## config.mk

```make
export PLATFORM = sky130hd
export DESIGN_NAME = radix_numeral_max_converter
export DESIGN_NICKNAME = d
export VERILOG_FILES = /design/src/rtl/core/rnmc_pkg.sv /design/src/rtl/core/rnmc_fifo.sv /design/src/rtl/core/rnmc_front.sv /design/src/rtl/core/rnmc_back.sv /design/src/rtl/core/radix_numeral_max_converter.sv
export SDC_FILE = /design/constraint.sdc
export NUM_CORES = 1
export LEC_CHECK = 0
export ABC_AREA = 0
export BUFFER_PORTS_ARGS = -buffer_cell sky130_fd_sc_hd__buf_4
export CAP_MARGIN = 20
export CORE_MARGIN = 10
export CORE_UTILIZATION = 30
export CTS_BUF_LIST = sky130_fd_sc_hd__clkbuf_4
export CTS_CLUSTER_DIAMETER = 150
export DETAILED_ROUTE_END_ITERATION = 8
export GPL_ROUTABILITY_DRIVEN = 1
export PLACE_DENSITY_LB_ADDON = 0.12
export SLEW_MARGIN = 20
export SYNTH_ARGS = -nofsm -noshare
export SYNTH_HDL_FRONTEND = slang
export SYNTH_HIERARCHICAL = 1
export SYNTH_SLANG_ARGS = --single-unit
```

## constraint.sdc

```tcl
create_clock -name clk -period 5.9 [get_ports clk]
set_clock_uncertainty 0.05 [all_clocks]
set_input_delay 0.295 -clock clk [delete_from_list [all_inputs] [get_ports clk]]
set_output_delay 0.295 -clock clk [all_outputs]
set_load 0.01 [all_outputs]
```

## src/rtl/core/rnmc_pkg.sv

```systemverilog
// shared types, codes and helpers of the radix numeral converter
`default_nettype none
package rnmc_pkg;

  // input opcodes
  localparam logic [1:0] OP_CHAR   = 2'd0;
  localparam logic [1:0] OP_END    = 2'd1;
  localparam logic [1:0] OP_REPORT = 2'd2;
  localparam logic [1:0] OP_UNUSED = 2'd3;

  // result status codes
  localparam logic [1:0] ST_OK    = 2'd0;
  localparam logic [1:0] ST_BAD   = 2'd1;
  localparam logic [1:0] ST_OVF   = 2'd2;
  localparam logic [1:0] ST_NOMAX = 2'd3;

  // command kinds passed from front to back
  localparam logic [2:0] K_DIGIT  = 3'd0;
  localparam logic [2:0] K_MINUS  = 3'd1;
  localparam logic [2:0] K_BAD    = 3'd2;
  localparam logic [2:0] K_END    = 3'd3;
  localparam logic [2:0] K_REPORT = 3'd4;

  // ascii
  localparam logic [7:0] CHAR_ZERO  = 8'h30;
  localparam logic [7:0] CHAR_NINE  = 8'h39;
  localparam logic [7:0] CHAR_UA    = 8'h41;
  localparam logic [7:0] CHAR_UZ    = 8'h5A;
  localparam logic [7:0] CHAR_MINUS = 8'h2D;
  localparam logic [7:0] ALPHA_OFS  = 8'd55;

  localparam logic [5:0] BASE_MIN   = 6'd2;
  localparam logic [5:0] BASE_MAX   = 6'd36;
  localparam logic [5:0] BASE_RESET = 6'd10;
  localparam logic [5:0] DEC_DIGITS = 6'd10;

  typedef struct packed {
    logic [1:0] opcode;
    logic [7:0] in_char;
    logic [5:0] out_base;
  } in_item_t;

  typedef struct packed {
    logic signed [31:0] value;
    logic [1:0]         status;
    logic               is_new_max;
    logic [7:0]         out_char;
    logic               last;
  } out_item_t;

  typedef struct packed {
    logic [2:0] kind;
    logic [5:0] digit;
    logic [5:0] base;
  } cmd_t;

  function automatic logic [5:0] clamp_base(input logic [5:0] b);
    if (b < BASE_MIN) return BASE_MIN;
    if (b > BASE_MAX) return BASE_MAX;
    return b;
  endfunction

  function automatic logic [7:0] digit_char(input logic [5:0] d);
    if (d < DEC_DIGITS) return {2'b00, d} + CHAR_ZERO;
    return {2'b00, d} + ALPHA_OFS;
  endfunction

endpackage
`default_nettype wire

```

## src/rtl/core/rnmc_fifo.sv

```systemverilog
// two-entry command queue between front and back
`default_nettype none
module rnmc_fifo (
  input  wire logic          clk,
  input  wire logic          rst,
  input  wire logic          push,
  input  wire rnmc_pkg::cmd_t push_data,
  output logic               full,
  input  wire logic          pop,
  output rnmc_pkg::cmd_t     pop_data,
  output logic               not_empty
);
  import rnmc_pkg::*;

  cmd_t       entries [2];
  logic       wr_ptr;
  logic       rd_ptr;
  logic [1:0] count;

  assign full      = (count == 2'd2);
  assign not_empty = (count != 2'd0);
  assign pop_data  = entries[rd_ptr];

  always_ff @(posedge clk) begin
    if (rst) begin
      wr_ptr <= 1'b0;
      rd_ptr <= 1'b0;
      count  <= 2'd0;
    end else begin
      if (push) wr_ptr <= ~wr_ptr;
      if (pop) rd_ptr <= ~rd_ptr;
      if (push && !pop) count <= count + 2'd1;
      else if (pop && !push) count <= count - 2'd1;
    end
  end

  always_ff @(posedge clk) begin
    if (push) entries[wr_ptr] <= push_data;
  end

endmodule
`default_nettype wire

```

## src/rtl/core/rnmc_front.sv

```systemverilog
// front end: accepts input items and classifies characters into commands
`default_nettype none
module rnmc_front (
  input  wire logic           clk,
  input  wire logic           rst,
  input  wire logic [5:0]     in_base,
  input  wire logic           in_valid,
  output logic                in_ready,
  input  wire rnmc_pkg::in_item_t in_data,
  output logic                push,
  output rnmc_pkg::cmd_t      push_data,
  input  wire logic           q_full
);
  import rnmc_pkg::*;

  logic       at_first_char;
  logic       accept;
  logic       is_dec;
  logic       is_alpha;
  logic [5:0] digit;
  logic [5:0] base;

  assign in_ready = !q_full;
  assign accept   = in_valid && in_ready;
  assign push     = accept && (in_data.opcode != OP_UNUSED);

  assign is_dec   = (in_data.in_char >= CHAR_ZERO) && (in_data.in_char <= CHAR_NINE);
  assign is_alpha = (in_data.in_char >= CHAR_UA) && (in_data.in_char <= CHAR_UZ);
  assign digit    = is_dec ? 6'(in_data.in_char - CHAR_ZERO)
                           : 6'(in_data.in_char - ALPHA_OFS);
  assign base     = clamp_base(in_base);

  always_comb begin
    push_data.digit = digit;
    push_data.base  = base;
    push_data.kind  = K_BAD;
    unique case (in_data.opcode)
      OP_CHAR: begin
        if (at_first_char && in_data.in_char == CHAR_MINUS) push_data.kind = K_MINUS;
        else if ((is_dec || is_alpha) && digit < base) push_data.kind = K_DIGIT;
        else push_data.kind = K_BAD;
      end
      OP_END: push_data.kind = K_END;
      OP_REPORT: begin
        push_data.kind = K_REPORT;
        push_data.base = clamp_base(in_data.out_base);
      end
      default: push_data.kind = K_BAD;
    endcase
  end

  always_ff @(posedge clk) begin
    if (rst) begin
      at_first_char <= 1'b1;
    end else if (accept) begin
      if (in_data.opcode == OP_CHAR) at_first_char <= 1'b0;
      else if (in_data.opcode == OP_END) at_first_char <= 1'b1;
    end
  end

endmodule
`default_nettype wire

```

## src/rtl/core/rnmc_back.sv

```systemverilog
// back end: accumulator, maximum tracking and digit-serial report engine
`default_nettype none
module rnmc_back #(
  parameter int ACC_W = 31
) (
  input  wire logic            clk,
  input  wire logic            rst,
  input  wire logic            cmd_valid,
  input  wire rnmc_pkg::cmd_t  cmd,
  output logic                 cmd_pop,
  output logic                 out_valid,
  input  wire logic            out_ready,
  output rnmc_pkg::out_item_t  out_data
);
  import rnmc_pkg::*;

  localparam int CNT_W = $clog2(ACC_W + 1);
  localparam int IDX_W = $clog2(ACC_W);
  localparam logic [CNT_W-1:0] BITS = CNT_W'(ACC_W);
  localparam logic [CNT_W-1:0] ONE  = CNT_W'(1);

  localparam logic [2:0] S_IDLE = 3'd0;
  localparam logic [2:0] S_DIV  = 3'd1;
  localparam logic [2:0] S_SIGN = 3'd2;
  localparam logic [2:0] S_EMIT = 3'd3;

  logic [2:0]       state;
  logic [ACC_W-1:0] acc;
  logic             minus_seen;
  logic             bad_digit;
  logic             overflowed;
  logic [31:0]      max_value;
  logic             have_max;

  logic [ACC_W-1:0] dq;
  logic [5:0]       rem;
  logic [5:0]       div_base;
  logic [CNT_W-1:0] bitcnt;
  logic [CNT_W-1:0] ndig;
  logic [IDX_W-1:0] idx;
  logic [5:0]       dbuf [ACC_W];

  logic             out_free;
  logic             out_load;
  out_item_t        out_next;
  logic [ACC_W+5:0] nv;
  logic             nv_ovf;
  logic [31:0]      acc_ext;
  logic [31:0]      end_value;
  logic [31:0]      max_abs;
  logic [ACC_W-1:0] mag_max;
  logic             new_max;
  logic [6:0]       t;
  logic             ge;
  logic [5:0]       rem_step;
  logic [ACC_W-1:0] dq_step;
  logic             numeral_cmd;
  logic             div_done;

  assign out_free    = !out_valid || out_ready;
  assign numeral_cmd = (cmd.kind == K_DIGIT) || (cmd.kind == K_MINUS) || (cmd.kind == K_BAD);
  assign cmd_pop     = (state == S_IDLE) && cmd_valid && (numeral_cmd || out_free);

  // accumulate one digit
  assign nv     = ({6'b0, acc} * {{ACC_W{1'b0}}, cmd.base}) + {{ACC_W{1'b0}}, cmd.digit};
  assign nv_ovf = |nv[ACC_W+5:ACC_W];

  assign acc_ext   = {{(32-ACC_W){1'b0}}, acc};
  assign end_value = minus_seen ? (32'd0 - acc_ext) : acc_ext;
  assign max_abs   = max_value[31] ? (32'd0 - max_value) : max_value;
  assign mag_max   = max_abs[ACC_W-1:0];
  assign new_max   = !have_max || (acc > mag_max);

  // one restoring division step
  assign t        = {rem, dq[ACC_W-1]};
  assign ge       = (t >= {1'b0, div_base});
  assign rem_step = ge ? 6'(t - {1'b0, div_base}) : t[5:0];
  assign dq_step  = {dq[ACC_W-2:0], ge};
  assign div_done = (bitcnt == ONE);

  assign out_load = (cmd_pop && ((cmd.kind == K_END) || (cmd.kind == K_REPORT && !have_max)))
                 || ((state == S_SIGN || state == S_EMIT) && out_free);

  always_comb begin
    out_next.value      = max_value;
    out_next.status     = ST_OK;
    out_next.is_new_max = 1'b0;
    out_next.out_char   = digit_char(dbuf[idx]);
    out_next.last       = (idx == '0);
    if (state == S_IDLE) begin
      out_next.out_char = 8'd0;
      out_next.last     = 1'b1;
      if (cmd.kind == K_END) begin
        if (bad_digit) begin
          out_next.value  = 32'd0;
          out_next.status = ST_BAD;
        end else if (overflowed) begin
          out_next.value  = 32'd0;
          out_next.status = ST_OVF;
        end else begin
          out_next.value      = end_value;
          out_next.is_new_max = new_max;
        end
      end else begin
        out_next.value  = 32'd0;
        out_next.status = ST_NOMAX;
      end
    end else if (state == S_SIGN) begin
      out_next.out_char = CHAR_MINUS;
      out_next.last     = 1'b0;
    end
  end

  always_ff @(posedge clk) begin
    if (rst) begin
      state      <= S_IDLE;
      acc        <= '0;
      minus_seen <= 1'b0;
      bad_digit  <= 1'b0;
      overflowed <= 1'b0;
      max_value  <= 32'd0;
      have_max   <= 1'b0;
      out_valid  <= 1'b0;
    end else begin
      if (out_load) out_valid <= 1'b1;
      else if (out_ready) out_valid <= 1'b0;
      unique case (state)
        S_IDLE: begin
          if (cmd_pop) begin
            unique case (cmd.kind)
              K_MINUS: minus_seen <= 1'b1;
              K_BAD:   bad_digit <= 1'b1;
              K_DIGIT: begin
                if (!bad_digit && !overflowed) begin
                  if (nv_ovf) overflowed <= 1'b1;
                  else acc <= nv[ACC_W-1:0];
                end
              end
              K_END: begin
                if (!bad_digit && !overflowed && new_max) begin
                  max_value <= end_value;
                  have_max  <= 1'b1;
                end
                acc        <= '0;
                minus_seen <= 1'b0;
                bad_digit  <= 1'b0;
                overflowed <= 1'b0;
              end
              K_REPORT: if (have_max) state <= S_DIV;
              default: ;
            endcase
          end
        end
        S_DIV: begin
          if (div_done && dq_step == '0) state <= max_value[31] ? S_SIGN : S_EMIT;
        end
        S_SIGN: if (out_free) state <= S_EMIT;
        S_EMIT: if (out_free && idx == '0) state <= S_IDLE;
        default: state <= S_IDLE;
      endcase
    end
  end

  always_ff @(posedge clk) begin
    if (out_load) out_data <= out_next;
    unique case (state)
      S_IDLE: begin
        if (cmd_pop && cmd.kind == K_REPORT) begin
          dq       <= mag_max;
          rem      <= 6'd0;
          div_base <= cmd.base;
          bitcnt   <= BITS;
          ndig     <= '0;
        end
      end
      S_DIV: begin
        dq <= dq_step;
        if (div_done) begin
          dbuf[ndig[IDX_W-1:0]] <= rem_step;
          idx    <= ndig[IDX_W-1:0];
          ndig   <= ndig + ONE;
          rem    <= 6'd0;
          bitcnt <= BITS;
        end else begin
          rem    <= rem_step;
          bitcnt <= bitcnt - ONE;
        end
      end
      S_EMIT: if (out_free) idx <= idx - IDX_W'(1);
      default: ;
    endcase
  end

endmodule
`default_nettype wire

```

## src/rtl/core/radix_numeral_max_converter.sv

```systemverilog
// top level of the radix numeral converter with maximum tracking
// usage:
//   input channel (in_valid/in_ready/in_data) takes one item per transfer:
//   a numeral character, an end of numeral, or a report request
//   output channel (out_valid/out_ready/out_data) gives result transfers:
//   one per end of numeral, one per report character or one if no maximum
//   in_base is set through the apb port at byte address 0; the user must
//   set it only while idle; the block itself does not enforce this
// flow:
//   front classifies each character and pushes a command into a
//   two-entry queue; the back pops one command a cycle while idle and,
//   for an end or report, only while the output register is free
//   character items give no result; end item: result valid the cycle
//   after the pop, the item passing queue entry then output register
//   report: a divider makes one quotient bit per cycle per digit; a minus
//   if negative, then the digits, most significant first, are sent
// reset: synchronous rst clears numeral state and maximum, in_base to 10
// stall: when out_ready is low the output register holds its transfer,
//   the back waits, the queue fills and then in_ready drops
`default_nettype none
module radix_numeral_max_converter #(
  parameter int MAG_BITS = 31
) (
  input  wire logic            clk,
  input  wire logic            rst,
  // item input
  input  wire logic            in_valid,
  output logic                 in_ready,
  input  wire rnmc_pkg::in_item_t in_data,
  // result output
  output logic                 out_valid,
  input  wire logic            out_ready,
  output rnmc_pkg::out_item_t  out_data,
  // configuration
  input  wire logic            psel,
  input  wire logic            penable,
  input  wire logic            pwrite,
  input  wire logic [2:0]      paddr,
  input  wire logic [31:0]     pwdata,
  output logic [31:0]          prdata,
  output logic                 pready
);
  import rnmc_pkg::*;

  // magnitude width, held to 31 bits so values fit the 32-bit result
  localparam int ACC_W = (MAG_BITS > 31) ? 31 : MAG_BITS;

  logic [5:0] in_base;
  logic       cfg_write;

  // front to queue
  logic       push;
  cmd_t       push_data;
  logic       q_full;

  // queue to back
  logic       cmd_valid;
  cmd_t       cmd;
  logic       cmd_pop;

  // register 0 lives at the low word; higher words read as zero
  assign pready    = 1'b1;
  assign cfg_write = psel && penable && pwrite && !paddr[2];
  assign prdata    = paddr[2] ? 32'd0 : {26'd0, in_base};

  always_ff @(posedge clk) begin
    if (rst) begin
      in_base <= BASE_RESET;
    end else if (cfg_write) begin
      in_base <= pwdata[5:0];
    end
  end

  // classify characters, track first-character position
  rnmc_front u_front (
    .clk       (clk),
    .rst       (rst),
    .in_base   (in_base),
    .in_valid  (in_valid),
    .in_ready  (in_ready),
    .in_data   (in_data),
    .push      (push),
    .push_data (push_data),
    .q_full    (q_full)
  );

  // decouples front from the multi-cycle back end
  rnmc_fifo u_fifo (
    .clk       (clk),
    .rst       (rst),
    .push      (push),
    .push_data (push_data),
    .full      (q_full),
    .pop       (cmd_pop),
    .pop_data  (cmd),
    .not_empty (cmd_valid)
  );

  // accumulate, track maximum, emit report characters
  rnmc_back #(
    .ACC_W (ACC_W)
  ) u_back (
    .clk       (clk),
    .rst       (rst),
    .cmd_valid (cmd_valid),
    .cmd       (cmd),
    .cmd_pop   (cmd_pop),
    .out_valid (out_valid),
    .out_ready (out_ready),
    .out_data  (out_data)
  );

endmodule
`default_nettype wire
```

==> results of run 1 <==
## synth_stat cells, types with 60 or more instances
cell type and n:
o21ai_0 77, a21oi_1 112, ha_1 148, mux2i_1 60, inv_1 144, clkbuf_1 114
and2_1 188, nand2_1 106, fa_1 121, nand2b_1 78, nor2_1 115, dfxtp_1 87
edfxtp_1 317
## routing by layer
metal / vias up / wire, um
li1: 9063 / -
met3: 110 / 3220
met5: - / 12
met4: 2 / 1520
met2: 423 / 37700
met1: 9759 / 36500
## layout make-up
type,count,area share (%)
diodes,3,0.0234
clock buffers,178,4.16
clock inverters,31,0.600
inverters,147,1.72
multi-input cells,1673,46.3
flip-flops and latches,404,35.1
well taps,1165,4.54
repair buffers,276,7.63
## sequential cells by signal (all words and copies together) (netlist names), 2 cells and up, named ones only
signal / flops
u_back/dbuf: 186
u_back/out_data: 43
u_back/max_value: 32
u_back/acc: 31
u_back/dq: 31
u_fifo/entries: 30
in_base: 6
u_back/div_base: 6
u_back/rem: 6
u_back/bitcnt: 5
u_back/idx: 5
u_back/ndig: 5
u_back/state: 2
u_fifo/count: 2
## placed cells by master (no fill, tap or decap), types with 21 or more instances in the layout
| master | synthesis | final |
|---|---|---|
| o22ai_1 | 30 | 29 |
| mux4_2 | 52 | 52 |
| nand2_1 | 106 | 105 |
| clkinv_1 | 3 | 21 |
| a211oi_1 | 40 | 36 |
| buf_4 | 31 | 207 |
| o21ai_0 | 77 | 73 |
| a21o_1 | 22 | 21 |
| mux2i_1 | 60 | 60 |
| ha_4 | 0 | 22 |
| clkbuf_4 | 0 | 178 |
| xnor2_1 | 55 | 53 |
| nand3_1 | 53 | 52 |
| a21oi_1 | 112 | 90 |
| and2_1 | 188 | 184 |
| edfxtp_1 | 317 | 317 |
| xor2_1 | 49 | 49 |
| fa_1 | 121 | 120 |
| nor3_1 | 47 | 44 |
| inv_1 | 144 | 140 |
| dlygate4sd3_1 | 0 | 42 |
| conb_1 | 3 | 28 |
| nor2_1 | 115 | 112 |
| ha_1 | 148 | 123 |
| dfxtp_1 | 87 | 85 |
| nand2b_1 | 78 | 78 |
| nand4_1 | 29 | 29 |
## power by group through the flow
stage	Combinational, mW	Clock, mW	Sequential (mW)
2_1_floorplan	2.37	0	3.63
3_3_place_gp	3.58	0	3.72
3_5_place_dp	3.62	0	3.73
4_1_cts	3.68	2.81	3.68
5_1_grt	4.15	2.96	3.71
6_report	3.79	2.68	3.67
## logic make-up (layout without fill, tap and decap cells)
logic type                 Yosys count  after routing  synth area share (%)
AOI/OAI and AO/OA                  409            409                  10.0
other                                3             31                0.0424
xor gates and xnor gates           104            104                  3.43
and+or+nand+nor                    725            725                  15.0
adders and majority gates          270            270                  16.1
buffers and inverters              315            632                  5.19
muxes                              137            137                  7.73
DFF                                404            404                  42.4
## worst register-to-register path, cell delays in order (launching register included)
cell       delay [ns]
dfxtp_2          0.33
buf_12           0.14
mux2_4           0.32
buf_12           0.17
buf_6            0.14
buf_6            0.11
nand2_2          0.06
fa_1             0.54
inv_1            0.05
fa_1             0.52
inv_1            0.05
fa_1             0.49
inv_2            0.05
ha_4             0.26
ha_4             0.19
buf_4            0.13
buf_4            0.14
nand4_1          0.19
buf_4            0.16
nor3_2           0.04
a21oi_1          0.11
a21bo_2          0.24
or3_4            0.38
nand4_1          0.18
nor2_4           0.06
buf_6            0.14
clkbuf_16        0.17
o311ai_2         0.29
## worst paths after layout
check        slack [ns]          start         endpoint  cells after the start
max reg2reg        0.11       register   u_back/acc[25]                     27
min reg2reg        0.46  u_fifo/rd_ptr         register                      2
max                0.11       register   u_back/acc[25]                     27
min                0.16            rst  u_fifo/count[0]                      3
## metrics by stage
stage / instances / setup TNS, ns / power, mW / hold slack, ns
finish: 3877 / 0 / 10.1 / 0.157
global route: 3876 / -1.52 / 10.8 / 0.166
CTS: 3861 / 0 / 10.2 / 0.0950
detailed placement: 3604 / -3.92 / 7.36 / 0.444
global placement: 3604 / -1.82 / 7.31 / 0.424
floorplan: 2392 / 0 / 6.00 / 0.314
## timing repair
| item | CTS | global route |
|---|---|---|
| pin swaps | 11 | 107 |
| hold buffers | 42 | 0 |
| resized for setup | 26 | 153 |
| endpoints found under the setup margin | 32 | 40 |
| hold endpoints to repair | 40 | 0 |
| buffers inserted | 5 | 6 |
| gates cloned | 1 | 7 |
==> out/metrics.cfg, run 1 <==
[floorplan]
fp.dieW_um=318
initial_core_util_pct=30.1
rows=109
die_h_um=318
die-area_um2=101000
io_pins=137
core_area_um2=88100

[place]
dpl_cell_area_um2=29100
numPortBuffers=80
place_congestion=0.822
hpwl_mm=55.3
pre_cts_slack_ns=-0.154

[yosys]
synth_edf_count=317
yosys-top-cells-area=edfxtp_1, fa_1, ha_1
yosysTopAreaCell=edfxtp_1
synth_top_area_share_pct=35.8
ys_ff_latch=404
avgSynthCellArea_um2=11.2
synthCells=2367
syn-cell-area_um2=26600
yosysSeqAreaShare_pct=42.4
synthFlopType=edfxtp_1
yosysWarnings=6
ys_async_sr_fraction_pct=0
synth_cell_types=89

[power_and_ir_drop]
power_frac_comb_pct=37.4
seqPwrFrac_pct=36.2
internal_power_mw=6.41
switching_share_pct=36.8
switchingPower_mw=3.73
worst_ir_drop_vdd_mv=0.170
p_per_area_nw_per_um2=316
p_leak_nw=12.7
clkPwrFrac_pct=26.4

[final_layout]
utilization_pct=36.5
areaGrowthSynthToFinish_pct=20.9
postLayoutCellArea_um2=32100
fillCellCount=8792
layout-drive-gt1-share_pct=24.2
regArea_um2=11300
nets=2940
multi_input_area_um2=14900

[setup_path]
critPathCaptureType=register
arrival_ns=6.54
slowest_delay_ns=0.54
crit_type=reg -> reg
crit_buf_inv=12
critPathMaxFanout=8
cp-start-kind=register
critPathRequiredTime_ns=6.65
crit_slowest_cell=fa_1
critical-path-top-delay-family=adder cells

[global_routing]
grt_start_max_net_pins=83
antenna_found_initial=3
overflow=0
use_met1_pct=20.2
busiest_layer=met2
grt_use_total_pct=15.0
use_met3_pct=2.19
grt_pass1_vias=20700
use_met2_pct=24.5
grt_pass1_wl_mm=121

[clock_tree]
cts_htree_levels=3
cts-root-buf=clkbuf_4
clk_latency_ns=0.94
clk_pin_slew_worst_paths_ns=0.07
cts_sinks=404
cts_tree=built
numCtsBuffers=111
max-clock-path-buffers=3

[timing]
setup_viol=0
slew_viol_final=0
period_share_pct=98.1
hold_viol=0
rsz0062_at_grt=yes
max-slew-margin-rel_pct=26.8
setup_ws_ns=0.111
fmax_mhz=173
worst_pin_slew_ns=1.08
layout_min_cycle_time_ns=5.79

[status]
status=finished, final reports clean

[drt]
routed_via_density=4.99
vias=19400
dr.pass1.iters=5
drc=0
wl_per_cell_um=20.3
drt_iter0_drc=895
drt-total-wl_mm=78.9
ant_nets=0

[min_path]
min_path_type=in -> reg

[job]
cap_violations=0

Note: power is estimated with default switching activity, not from simulation.
==> run 2, diff against run 1 <==
--- a/config.mk
+++ b/config.mk
@@ -8,9 +8,9 @@
 export ABC_AREA = 0
 export BUFFER_PORTS_ARGS = -buffer_cell sky130_fd_sc_hd__buf_4
 export CAP_MARGIN = 20
-export CORE_MARGIN = 10
+export CORE_MARGIN = 5
 export CORE_UTILIZATION = 30
-export CTS_BUF_LIST = sky130_fd_sc_hd__clkbuf_4
+export CTS_BUF_LIST = sky130_fd_sc_hd__clkbuf_2
 export CTS_CLUSTER_DIAMETER = 150
 export DETAILED_ROUTE_END_ITERATION = 8
 export GPL_ROUTABILITY_DRIVEN = 1
==> out/metrics.cfg, run 2 (synthesis gave the netlist of run 1 again) <==
[place]
hpwl_mm=54.9  ; -0.70%
place_congestion=0.810  ; -1.5%
numPortBuffers=80  ; unchanged

[global_routing]
overflow=0  ; unchanged
grt_use_total_pct=16.1  ; +1.1 points
antenna_found_initial=4  ; +1
grt_start_max_net_pins=69  ; -17%
grt_pass1_wl_mm=120  ; -1.1%
grt_pass1_vias=20500  ; -0.84%

[final_layout]
largest_reg_flops=186  ; unchanged
nets=2949  ; +0.31%
final_cell_mix=edfxtp_1, buf_4, and2_1, clkbuf_2, inv_1
areaGrowthSynthToFinish_pct=18.9
final_common_cell=edfxtp_1
layout-drive-gt1-share_pct=22.6  ; -1.6 points

[timing]
layout_min_cycle_time_ns=5.64  ; -0.151 ns
hold_viol=0  ; unchanged
max-slew-margin-rel_pct=29.5  ; +2.7 points
setup-tns-final_ns=0  ; unchanged
whs_ns=0.214  ; +0.0567 ns
setup_viol=0  ; unchanged
worst_pin_slew_ns=1.06  ; -0.0255 ns
fmax_mhz=177  ; +2.7%
rsz0062_at_grt=yes
slew_viol_final=0  ; unchanged
period_share_pct=95.6  ; -2.6 points

[clock_tree]
numCtsBuffers=108  ; -2.7%
clk_latency_ns=1.17  ; +0.23 ns
cts_htree_levels=3  ; unchanged
clk_pin_slew_worst_paths_ns=0.11  ; +0.04 ns
cts_tree=built
max-clock-path-buffers=3  ; unchanged
cts-root-buf=clkbuf_2
cts_sinks=404  ; unchanged

[floorplan]
io_pins=137  ; unchanged
core_area_um2=88100  ; unchanged
die_h_um=308  ; -3.1%
initial_core_util_pct=30.1  ; unchanged
fp.dieW_um=308  ; -3.1%
rows=109  ; unchanged
die-area_um2=94600  ; -6.2%

[setup_path]
slowest_delay_ns=0.52  ; -0.02 ns
r2r_cells=21  ; -22%
arrival_ns=6.59  ; +0.05 ns
critPathCaptureType=register
r2r-end=u_back/acc[0]
critPathMaxFanout=22  ; +14
crit_type=reg -> reg
critPathRequiredTime_ns=6.85  ; +0.20 ns
crit_slowest_cell=fa_1
cp-start-kind=register
reg2reg_slack_ns=0.26  ; +0.15 ns
path_cells=buf_12 > mux2_4 > buf_12 > buf_4 > and2_1 > fa_1 > fa_1 > fa_1 > ha_1 > ha_1 > buf_4 > a21oi_2 > o21a_1 > nor3_1 > a21oi_1 > a21bo_2 > or3_1 > and4_2 > buf_12 > nand3_1 > o311ai_4

[drt]
wl_per_cell_um=19.7  ; -3.0%
drt-total-wl_mm=76.6  ; -2.9%
drc=0  ; unchanged
dr.pass1.iters=5  ; unchanged
drt_iter0_drc=1022  ; +14%
vias=19300  ; -0.48%
routed_via_density=4.96  ; -0.58%
ant_nets=0  ; unchanged

[power_and_ir_drop]
p_leak_nw=12.4  ; -2.2%
worst_ir_drop_vdd_mv=0.183  ; +7.7%
p_per_area_nw_per_um2=298  ; -5.6%

[status]
status=finished, final reports clean

[min_path]
hold_path_end=u_fifo/entries[0][4]
whs_path_depth=4  ; +1
hp-start=in_data[4]
min_path_type=in -> reg

[job]
cap_violations=0  ; unchanged

## run 2: repair_timing
action	CTS	global route
setup buffers	5	7
cloned	1	0
endpoints found under the setup margin	32	32
pin swaps	7	76
hold buffers	69	0
endpoints found under the hold margin	146	0
resized for setup	20	133
## run 2: metrics by stage
stage               power [mW]  util, %  instances  instance area (um2)  setup WS [ns]
floorplan                 6.00        -       2392                26700         0.0416
global placement          7.28     32.9       3598                29000        -0.0786
detailed placement        7.32     32.9       3598                29000        -0.0885
CTS                       9.56     35.0       3871                30900        0.00310
global route              10.1     35.9       3880                31600        -0.0147
finish                    9.41     35.9       3881                31600          0.262
## run 2: worst max path at each step
stage / startpoint / endpoint / slack, ns / cells past startpoint
2_1_floorplan: register / u_back/acc[0] / 0.04 / 24
3_3_place_gp: register / u_back/acc[0] / -0.08 / 21
3_5_place_dp: register / u_back/acc[30] / -0.09 / 23
4_1_cts: register / u_back/acc[10] / 0.003 / 20
5_1_grt: register / u_back/acc[15] / -0.01 / 20
6_report: register / u_back/acc[0] / 0.26 / 21
## run 2: layout make-up
class | instances | area (um2)
clock inverters | 42 | 267
diodes | 6 | 15.0
fillers | 8840 | 56500
clock buffers | 156 | 781
inverters | 147 | 552
multi-input cells | 1673 | 14800
repair buffers | 288 | 2480
flip-flops and latches | 404 | 11300
well taps | 1165 | 1460
## run 2: per-layer routing
layer / routed length [um] / part of all wire, % / vias up / GRT usage (%)
met5: 0 / 0 / - / 0
met4: 1470 / 1.9 / 0 / 4.27
met3: 3160 / 4.1 / 105 / 2.72
met2: 35700 / 47 / 411 / 26.3
met1: 36300 / 47 / 9691 / 22.4
li1: - / - / 9058 / -
## run 2: where the power goes
part / switching, mW / total, mW / internal [mW]
logic: 2.21 / 3.68 / 1.47
registers: 0.197 / 3.64 / 3.44
clock network: 1.27 / 2.09 / 0.830
## run 2: critical path: cells and delay by family, from the launching register on
family | cells | cell delay (ns)
simple gates | 5 | 1.02
fa+ha+maj | 5 | 2.11
buf+inv | 5 | 0.80
mux | 1 | 0.33
compound gates | 5 | 0.80
flops | 1 | 0.35
==> run 3, diff against run 2 <==
--- a/config.mk
+++ b/config.mk
@@ -14,7 +14,7 @@
 export CTS_CLUSTER_DIAMETER = 150
 export DETAILED_ROUTE_END_ITERATION = 8
 export GPL_ROUTABILITY_DRIVEN = 1
-export PLACE_DENSITY_LB_ADDON = 0.12
+export PLACE_DENSITY_LB_ADDON = 0.1
 export SLEW_MARGIN = 20
 export SYNTH_ARGS = -nofsm -noshare
 export SYNTH_HDL_FRONTEND = slang
==> out/metrics.cfg, run 3 (synthesis gave the netlist of run 1 again) <==
[final_layout]
final_common_cell=edfxtp_1
largest_reg_flops=186  ; unchanged
nets=2946  ; -0.10%
areaGrowthSynthToFinish_pct=17.6
utilization_pct=35.5  ; -0.40 points
final_cell_mix=edfxtp_1, buf_4, and2_1, clkbuf_2, inv_1
layout-drive-gt1-share_pct=21.3  ; -1.4 points

[floorplan]
die_h_um=308  ; unchanged
io_pins=137  ; unchanged
rows=109  ; unchanged
core_area_um2=88100  ; unchanged
fp.dieW_um=308  ; unchanged
die-area_um2=94600  ; unchanged
initial_core_util_pct=30.1  ; unchanged

[timing]
slew_viol_final=0  ; unchanged
max-slew-margin-rel_pct=30.5  ; +0.99 points
setup-tns-final_ns=0  ; unchanged
layout_min_cycle_time_ns=5.68  ; +0.0379 ns
worst_pin_slew_ns=1.04  ; -0.0149 ns
setup_viol=0  ; unchanged
period_share_pct=96.2  ; +0.64 points
hold_viol=0  ; unchanged
fmax_mhz=176  ; -0.67%
setup_ws_ns=0.224  ; -0.0379 ns
whs_ns=0.190  ; -0.0240 ns

[drt]
dr.pass1.iters=5  ; unchanged
wl_per_cell_um=19.9  ; +0.84%
drt-total-wl_mm=77.1  ; +0.74%
vias=19200  ; -0.25%
routed_via_density=4.96  ; -0.15%
ant_nets=0  ; unchanged
drt_iter0_drc=1047  ; +2.4%
drc=0  ; unchanged

[power_and_ir_drop]
worst_ir_drop_vdd_mv=0.155  ; -16%
p_per_area_nw_per_um2=301  ; +1.1%
p_leak_nw=12.3  ; -0.91%
clkPwrFrac_pct=22.0  ; -0.3 points
power_mw=9.41  ; about the same
switching_share_pct=39.0  ; +0.061 points
switchingPower_mw=3.67  ; about the same
internal_power_mw=5.74  ; -0.16%
power_frac_comb_pct=39.0  ; about the same
seqPwrFrac_pct=39.0  ; +0.3 points

[clock_tree]
cts-root-buf=clkbuf_2
max-clock-path-buffers=3  ; unchanged
numCtsBuffers=112  ; +3.7%
cts_tree=built
clk_pin_slew_worst_paths_ns=0.10  ; about the same
cts_htree_levels=3  ; unchanged
cts_sinks=404  ; unchanged
clk_latency_ns=1.16  ; about the same

[place]
hpwl_mm=55.3  ; +0.61%
numPortBuffers=80  ; unchanged
pre_cts_slack_ns=-0.160  ; -0.0715 ns
place_congestion=0.799  ; -1.3%

[setup_path]
r2r_cells=19  ; -9.5%
r2r-end=u_back/acc[27]
reg2reg_slack_ns=0.22  ; -0.04 ns
cp-start-kind=register
cpMostUsedCell=fa_1
critPathMaxFanout=31  ; +41%
crit_type=reg -> reg
critPathCaptureType=register
critPathRequiredTime_ns=6.87  ; +0.02 ns
arrival_ns=6.64  ; +0.05 ns
slowest_delay_ns=0.59  ; +0.07 ns
path_cells=mux2_4 > buf_12 > and2_1 > fa_1 > fa_1 > fa_1 > ha_1 > ha_1 > buf_4 > nand3_1 > nor4_4 > o31a_1 > o21ai_1 > a21oi_1 > xnor2_1 > nand4_1 > nor2_4 > clkbuf_16 > o311ai_1
crit_slowest_cell=fa_1

[global_routing]
grt_use_total_pct=16.1  ; -0.027 points
grt_pass1_wl_mm=120  ; +0.16%
grt_pass1_vias=20300  ; -0.91%
grt_start_max_net_pins=57  ; -17%
overflow=0  ; unchanged
antenna_found_initial=3  ; -1

[min_path]
hold_path_end=u_back/max_value[29]
min_path_type=in -> reg
hp-start=rst
whs_path_depth=3  ; -1

[job]
cap_violations=0  ; unchanged

[status]
status=finished, final reports clean

[run 3: cell types whose count changed in the layout (fill, tap and decap cells not counted), moves of 5 or more]
cell / before / now
and2_1: 180 / 187
ha_1: 120 / 137
clkbuf_2: 156 / 162
clkinv_1: 27 / 32
a21oi_2: 17 / 12
and2_4: 8 / 1
o311ai_1: 18 / 24
ha_4: 27 / 9
clkinv_2: 10 / 5
[run 3: area by class of cell]
type	instances	area, um2
Fill cell	8927	56900
Multi-Input combinational cell	1673	14500
Tap cell	1165	1460
Sequential cell	404	11300
Clock inverter	42	240
Inverter	147	552
Clock buffer	162	811
Antenna cell	3	7.51
Timing Repair Buffer	281	2450
[run 3: worst max-delay path: cells and delay by family, from the launching register on]
kind	cells	cell delay (ns)
muxes	1	0.34
DFF	1	0.43
xor gates and xnor gates	1	0.19
and+or+nand+nor	5	1.12
adders and majority gates	5	2.16
AOI/OAI and AO/OA	4	0.74
buffers and inverters	3	0.54
[run 3: worst max path at each step]
stage	from	to	slack, ns	cells after the start
6_report	register	u_back/acc[27]	0.22	19
3_5_place_dp	register	u_back/acc[17]	-0.16	21
4_1_cts	register	u_back/acc[2]	-0.03	20
2_1_floorplan	register	u_back/acc[0]	0.04	24
3_3_place_gp	register	u_back/overflowed	-0.14	22
5_1_grt	register	u_back/acc[27]	-0.04	21
[run 3: metrics by stage]
stage               cells  cell area, um2
floorplan            2392           26700
global placement     3597           29000
detailed placement   3597           29000
CTS                  3867           30700
global route         3877           31200
finish               3877           31200
[run 3: power by group through the flow]
| stage | Sequential, mW | Combinational, mW | Clock (mW) |
|---|---|---|---|
| floorplan | 3.63 | 2.37 | 0 |
| detailed placement | 3.74 | 3.61 | 0 |
| CTS | 3.68 | 3.66 | 2.20 |
| finish | 3.67 | 3.67 | 2.07 |
| global route | 3.71 | 4.03 | 2.36 |
| global placement | 3.74 | 3.58 | 0 |
[run 3: what timing repair did]
action / in CTS / in global routing
resized for setup: 4 / 114
setup endpoints to repair: 32 / 32
cloned: 0 / 2
pin swaps: 0 / 42
setup buffers: 0 / 5
endpoints found under the hold margin: 129 / 0
hold buffers: 66 / 0
[run 3: metal layers]
layer  vias to the layer above  track usage, %  part of all wire, %
met1                      9618            22.5                   47
met5                         -               0                    0
met2                       441            26.1                   47
met4                         0            4.12                  1.7
met3                        90            2.64                  4.6
li1                       9068               -                    -
